==> src/sv/hict_pkg.sv <==
// Shared widths, status codes and sizing constants for the chained hash table.
package hict_pkg;

  // Field widths fixed by the interface
  localparam int HASH_W   = 32;
  localparam int VAL_W    = 8;
  localparam int CNT_W    = 9;
  localparam int STATUS_W = 2;

  // Table sizing
  localparam int ENTRY_SLOTS  = 256;
  localparam int BUCKET_SLOTS = 256;
  localparam int ENTRY_W      = $clog2(ENTRY_SLOTS);
  localparam int USED_W       = ENTRY_W + 1;
  localparam int BKT_W        = (BUCKET_SLOTS > 1) ? $clog2(BUCKET_SLOTS) : 1;

  // Remainder unit: quotient bits retired per cycle
  localparam int MOD_BITS  = 4;
  localparam int MOD_STEPS = HASH_W / MOD_BITS;
  localparam int MOD_CNT_W = (MOD_STEPS > 1) ? $clog2(MOD_STEPS) : 1;

  // Bucket count register reset
  localparam logic [CNT_W-1:0] BUCKET_COUNT_RESET = CNT_W'(256);

  // Operation codes
  localparam logic FUNC_INSERT = 1'b0;
  localparam logic FUNC_LOOKUP = 1'b1;

  // Result status codes
  localparam logic [STATUS_W-1:0] ST_OK   = 2'd0;
  localparam logic [STATUS_W-1:0] ST_MISS = 2'd1;
  localparam logic [STATUS_W-1:0] ST_FULL = 2'd2;

  // Status of the remainder unit as seen by the sequencer
  typedef struct packed {
    logic busy;
    logic done;
  } mod_stat_t;

endpackage

==> src/sv/hict_mod.sv <==
// Iterative remainder unit: 32-bit hash modulo a 9-bit bucket count.
module hict_mod (
  input  logic                         clk,
  input  logic                         rst,
  input  logic                         start,
  input  logic [hict_pkg::HASH_W-1:0]  dividend,
  input  logic [hict_pkg::CNT_W-1:0]   divisor,
  output hict_pkg::mod_stat_t          stat,
  output logic [hict_pkg::CNT_W-1:0]   remainder
);

  logic [hict_pkg::HASH_W-1:0]    quo;
  logic [hict_pkg::CNT_W-1:0]     div;
  logic [hict_pkg::CNT_W-1:0]     rem;
  logic [hict_pkg::MOD_CNT_W-1:0] cnt;
  logic                           busy;
  logic                           done;
  logic [hict_pkg::HASH_W-1:0]    quo_next;
  logic [hict_pkg::CNT_W-1:0]     rem_next;

  // Retire several dividend bits: shift in, compare, subtract
  always_comb begin
    logic [hict_pkg::CNT_W:0] trial;
    trial    = '0;
    quo_next = quo;
    rem_next = rem;
    for (int k = 0; k < hict_pkg::MOD_BITS; k++) begin
      trial = {rem_next, quo_next[hict_pkg::HASH_W-1]};
      if (trial >= {1'b0, div}) begin
        trial = trial - {1'b0, div};
      end
      rem_next = trial[hict_pkg::CNT_W-1:0];
      quo_next = {quo_next[hict_pkg::HASH_W-2:0], 1'b0};
    end
  end

  // Sequence the steps
  always_ff @(posedge clk) begin
    if (rst) begin
      busy <= 1'b0;
      done <= 1'b0;
      cnt  <= '0;
    end else begin
      done <= 1'b0;
      if (start) begin
        busy <= 1'b1;
        cnt  <= '0;
      end else if (busy) begin
        cnt <= cnt + hict_pkg::MOD_CNT_W'(1);
        if (cnt == hict_pkg::MOD_CNT_W'(hict_pkg::MOD_STEPS - 1)) begin
          busy <= 1'b0;
          done <= 1'b1;
        end
      end
    end
  end

  // Datapath registers
  always_ff @(posedge clk) begin
    if (start) begin
      quo <= dividend;
      div <= divisor;
      rem <= '0;
    end else if (busy) begin
      quo <= quo_next;
      rem <= rem_next;
    end
  end

  assign stat.busy = busy;
  assign stat.done = done;
  assign remainder = rem;

endmodule

==> config.mk <==
export PLATFORM = sky130hd
export DESIGN_NAME = hict_mod
export DESIGN_NICKNAME = d
export VERILOG_FILES = /design/src/sv/hict_pkg.sv /design/src/sv/hict_mod.sv
export SDC_FILE = /design/constraint.sdc
export NUM_CORES = 1
export LEC_CHECK = 0
export BUFFER_PORTS_ARGS = -buffer_cell sky130_fd_sc_hd__buf_4
export CAP_MARGIN = 20
export CORE_AREA = 2 2 89 91
export DETAILED_ROUTE_END_ITERATION = 10
export DIE_AREA = 0 0 91 93
export PLACE_DENSITY_LB_ADDON = 0.05
export SLEW_MARGIN = 20
export SYNTH_ARGS = -nofsm -noshare
export SYNTH_HDL_FRONTEND = slang
export SYNTH_SLANG_ARGS = --single-unit
==> constraint.sdc <==
create_clock -name clk -period 11.4 [get_ports clk]
set_input_delay 1.71 -clock clk [delete_from_list [all_inputs] [get_ports clk]]
set_output_delay 1.71 -clock clk [all_outputs]
set_load 0.02 [all_outputs]
# Word-level counts from Yosys, hierarchy flattened
# Index checks and enable logic that the tools add are counted.
# W data, S select, Z words.
[totals]
regBits = 55
input_bits = 44
output_inout_bits = 11
elab_cells = 30
[classes]
addsub = 5
order_cmp = 4
n_eq_ne = 1
muxes = 10
bitwise_logic = 1
n_reduce_logical = 3
[op_table]
columns = ["cell", "n"]
rows = [
  ["$mux W32", 2],
  ["$ge A10 B9 Y1", 4],
  ["$mux W9", 4],
  ["$sub A9 B9 Y9", 4],
  ["$mux W1", 4],
  ["$add A3 B1 Y3 const B", 1],
  ["$eq A3 B3 Y1 const B", 1],
  ["$reduce_or A3 Y1", 1],
  ["$reduce_bool A2 Y1", 1],
  ["$reduce_or A2 Y1", 1],
  ["$not A1 Y1", 1],
]

# Longest topological paths before layout
[depth]
depth_word = 8
depth_mapped = 37
ltp_nobuf = 34

# Worst setup path after synthesis
# No wires, ideal clock.
[synth_path]
kind = "flip-flop to flip-flop"
from = "register quo[31] (netlist name)"
to = "register rem (netlist bit remainder[0])"
setup_time_ps = 79
arrival_time_ps = 7968
required_time_ps = 11321
slack_ps = 3352
stages_incl_launch_ff = 36
n_path_buf = 3
period_less_slack_ps = 8048
cell_sequence = "edfxtp_1 -> inv_1 -> ha_1 -> inv_1 -> fa_1 -> a211oi_2 -> o211ai_1 -> a21oi_2 -> buf_2 -> mux2_2 -> ha_1 -> a211oi_1 -> nor3b_1 -> o41ai_1 -> o2111ai_2 -> clkbuf_1 -> nor2_1 -> a21oi_1 -> fa_1 -> a21o_1 -> a21oi_1 -> o21ai_0 -> o22a_1 -> a2111oi_2 -> or2_1 -> mux2_2 -> ha_1 -> a21oi_1 -> nor2_1 -> nor2_1 -> o211ai_1 -> o21a_1 -> a2111o_1 -> buf_4 -> mux2_4 -> a211oi_2"
[synth_between]
elab_chain_cells = 8
elab_cells_between_ends = 11
classes_between = "3 x add/sub; 4 x order compare; 4 x mux"
[synth_lines]
columns = ["item", "line", "rtl"]
rows = [
  ["start: declaration", "hict_mod.sv:12", "logic [hict_pkg::HASH_W-1:0] quo;"],
  ["start signal: assignment", "hict_mod.sv:61", "quo <= dividend;"],
  ["start signal: assignment", "hict_mod.sv:65", "quo <= quo_next;"],
  ["$sub A9 B9 Y9 or $ge A10 B9 Y1 (tied branches)", "hict_mod.sv:30, hict_mod.sv:29", ""],
  ["$mux W9 *", "hict_mod.sv:29", "if (trial >= {1'b0, div}) begin"],
  ["$sub A9 B9 Y9 or $ge A10 B9 Y1 (tied branches)", "hict_mod.sv:30, hict_mod.sv:29", ""],
  ["$mux W9 *", "hict_mod.sv:29", ""],
  ["$sub A9 B9 Y9 or $ge A10 B9 Y1 (tied branches)", "hict_mod.sv:30, hict_mod.sv:29", ""],
  ["$mux W9 *", "hict_mod.sv:29", ""],
  ["$ge A10 B9 Y1 *", "hict_mod.sv:29", ""],
  ["$mux W9 *", "hict_mod.sv:29", ""],
  ["end signal: assignment", "hict_mod.sv:66", "rem <= rem_next;"],
  ["end: declaration", "hict_mod.sv:14", "logic [hict_pkg::CNT_W-1:0] rem;"],
]
# Every way passes the cells marked *; elsewhere a longest branch is shown, timed or not.
# A chain may end at the register's enable or synchronous reset.

# Worst setup path after layout
[layout_path]
from = "register div[0] (netlist name)"
to = "register rem (netlist bit remainder[0])"
[layout_between]
elab_chain_cells = 8
elab_cells_between_ends = 12
classes_between = "4 x add/sub; 4 x order compare; 4 x mux"
[layout_lines]
columns = ["item", "line", "rtl"]
rows = [
  ["start: declaration", "hict_mod.sv:13", "logic [hict_pkg::CNT_W-1:0] div;"],
  ["start signal: assignment", "hict_mod.sv:62", "div <= divisor;"],
  ["$sub A9 B9 Y9 or $ge A10 B9 Y1 (tied branches)", "hict_mod.sv:30, hict_mod.sv:29", ""],
  ["$mux W9", "hict_mod.sv:29", ""],
  ["$sub A9 B9 Y9 or $ge A10 B9 Y1 (tied branches)", "hict_mod.sv:30, hict_mod.sv:29", ""],
  ["$mux W9", "hict_mod.sv:29", ""],
  ["$sub A9 B9 Y9 or $ge A10 B9 Y1 (tied branches)", "hict_mod.sv:30, hict_mod.sv:29", ""],
  ["$mux W9", "hict_mod.sv:29", ""],
  ["$ge A10 B9 Y1", "hict_mod.sv:29", ""],
  ["$mux W9 *", "hict_mod.sv:29", ""],
]
# Marked as above.

==> flow_summary.toml <==
[logic_synthesis]
ys_types = 47
synthArstFlopShare_pct = 0
ys_seq_area_share_pct = 37.6
syn_area_um2 = 4020
synth_edf_count = 41
yosys_warnings = 0
yosys-top-cells-area = "edfxtp_1 (31%), ha_1 (12%), mux2_2 (11%)"
yosysTopAreaCell = "edfxtp_1"
avgSynthCellArea_um2 = 10.6
synth_top_area_share_pct = 30.6
synth_cells = 379
synthTopCellsByCount = "edfxtp_1 (41), mux2_2 (41), ha_1 (38)"
synth_ff_type = "edfxtp_1"
synth_nets = 465
synth.ff_latch_count = 55

[sta]
worst_pin_slew_ps = 745
period_share_pct = 79.8
hold_viol_final = 0
relSlewSlack_pct = 50.3
fin_skew_ps = 9.00
rsz0062_at_grt = "false"
fmax_ghz = 0.110
fin_setup_tns_ps = 0
fin_ws_ps = 2310
slew_violations = 0
setup-violations-final = 0
min_period_ps = 9090

[floorplanning]
die_y_um = 93
core-area_um2 = 7530
die_x_um = 91
fp-row-count = 32
die_area_um2 = 8460
start_util_pct = 53.5
io_pins = 55

[cts]
clkLatencyLatePin_ps = 320
cts_tree = "built"
cts_root_buf = "clkbuf_8"
clockBufferDepth = 2
path_clk_slew_ps = 110
cts_resized = 0
post_cts_buffers = 0
htree_levels = 2
clkSinkCount = 55
ctsHoldBuffers = 0
cts_buffers = 5

[worst_setup_path]
cp_slowest_cell = "a2111o_1"
crit_start = "div[0]"
cp-endpoint = "remainder[0]"
critPathLaunchType = "flip-flop"
slowest_delay_ps = 560
critPathKind = "flip-flop to flip-flop"
worst_r2r_endpoint = "remainder[0]"
crit_required_ps = 11640
ff2ff_path_depth = 31
crit_fanout = 14
cp_data_arrival_time_ps = 9330
end_kind = "flip-flop"
reg2reg_from = "div[0]"
rrSetupSlack_ps = 2310

[global_routing]
grt_pass1_vias = 2906
grt_max_degree = 58
grt_antenna_before_repair = 0
overflow = 0
grt_util_all_layers_pct = 21.2
grt_pass1_wl_um = 14300

[placed_design]
place_hpwl_um = 6590
place.gp.congestion = 0.900
portBuffers = 54
preCtsSetupSlack_ps = 2430

[route]
drc = 0
drt_pass1_iterations = 4
via_count = 3031
viasPerCell = 5.71
routed_wl_um = 8600
drt-initial-drc-count = 122
wl_per_cell_um = 16.2
postRouteAntennaNets = 0

[finish]
diodes = 0
drive_above_1_share_pct = 25.9
multi_input_area_um2 = 2360
synthToLayoutAreaGrowth_pct = 14.2
n_fill_cell = 659
final-seq-area_um2 = 1510
nets = 514

[flow_run]
max-cap-violations = 0

[outcome]
outcome = "completed"

[hold_path]
min_path_type = "flip-flop to flip-flop"
==> cell type report <==
type	instances	share of cell area, %
Multi-Input combinational cell	287	51.4
Sequential cell	55	32.9
Timing Repair Buffer	55	8.98
Tap cell	102	2.78
Inverter	24	1.96
Clock buffer	5	1.50
Clock inverter	3	0.517
==> worst min path at each step <==
stage	to	depth (start not counted)	slack, ps	start
after floorplan	cnt[1]	2	500	cnt[1]
after global placement	cnt[1]	2	510	cnt[1]
after detailed placement	cnt[2]	2	530	cnt[2]
after CTS	cnt[2]	2	540	cnt[2]
after global routing	remainder[5]	2	560	remainder[5]
final	cnt[2]	2	540	cnt[2]
==> layer usage <==
metal  routed length, um  global-route usage, %  vias up  part of all wire (%)
met5                   0                      0        -                     0
met1                4030                   29.1     1438                    47
met4                 106                   5.30        0                   1.2
met2                4040                   35.6       74                    47
li1                    -                      -     1508                     -
met3                 425                   3.22       11                   4.9
==> flip-flops by register name (all words and copies together), names as in the netlist <==
register	count
div	9
busy	1
done	1
remainder	9
cnt	3
quo	32
==> kinds of logic (layout without fill, tap and decap cells) <==
| kind of cell | count (synthesis) | in the layout | share of synthesized area (%) |
|---|---|---|---|
| adders and majority gates | 42 | 42 | 13.8 |
| and+or+nand+nor | 80 | 80 | 9.73 |
| buffers and inverters | 37 | 87 | 3.76 |
| xor gates and xnor gates | 24 | 24 | 5.22 |
| AOI/OAI and AO/OA | 87 | 87 | 15.1 |
| DFF | 55 | 55 | 37.6 |
| muxes | 54 | 54 | 14.8 |
==> placed cells by master, fill, tap and decap left out, types with 3 or more instances in the layout <==
cell type  instances
a211oi_1          12
a21o_1             8
a21oi_1           23
and2_1             6
buf_4             55
clkbuf_8           5
dfxtp_1           14
edfxtp_1          41
fa_1               4
ha_1              38
inv_1             24
mux2_2            41
mux2i_1           12
nand2_1            6
nand2b_1           7
nand4_1            7
nor2_1            33
nor2b_1            4
nor3_1            10
o211ai_1           5
o21a_1             3
o21ai_0           12
o21bai_1           4
o41ai_1            3
xnor2_1           16
xor2_1             8
==> critical path: cells and delay by family (launching register included) <==
family	cells	cell delay, ps
AO/OA/AOI/OAI	17	4810
AND/OR/NAND/NOR	5	770
multiplexers	3	1170
buffers and inverters	1	50
flip-flops	1	450
adder cells (fa/ha/maj)	5	1770
==> through the flow <==
stage                     area (um2)  hold slack (ps)  cells  utilization (%)
final                           4600              540    531             61.1
after global routing            4600              560    531             61.1
after global placement          4500              511    523             59.8
after floorplan                 4020              497    379                -
after CTS                       4600              544    531             61.1
after detailed placement        4500              525    523             59.8
Power is not shown: default switching activity piles up to over one toggle a cycle in this logic, so the estimate is an artifact.
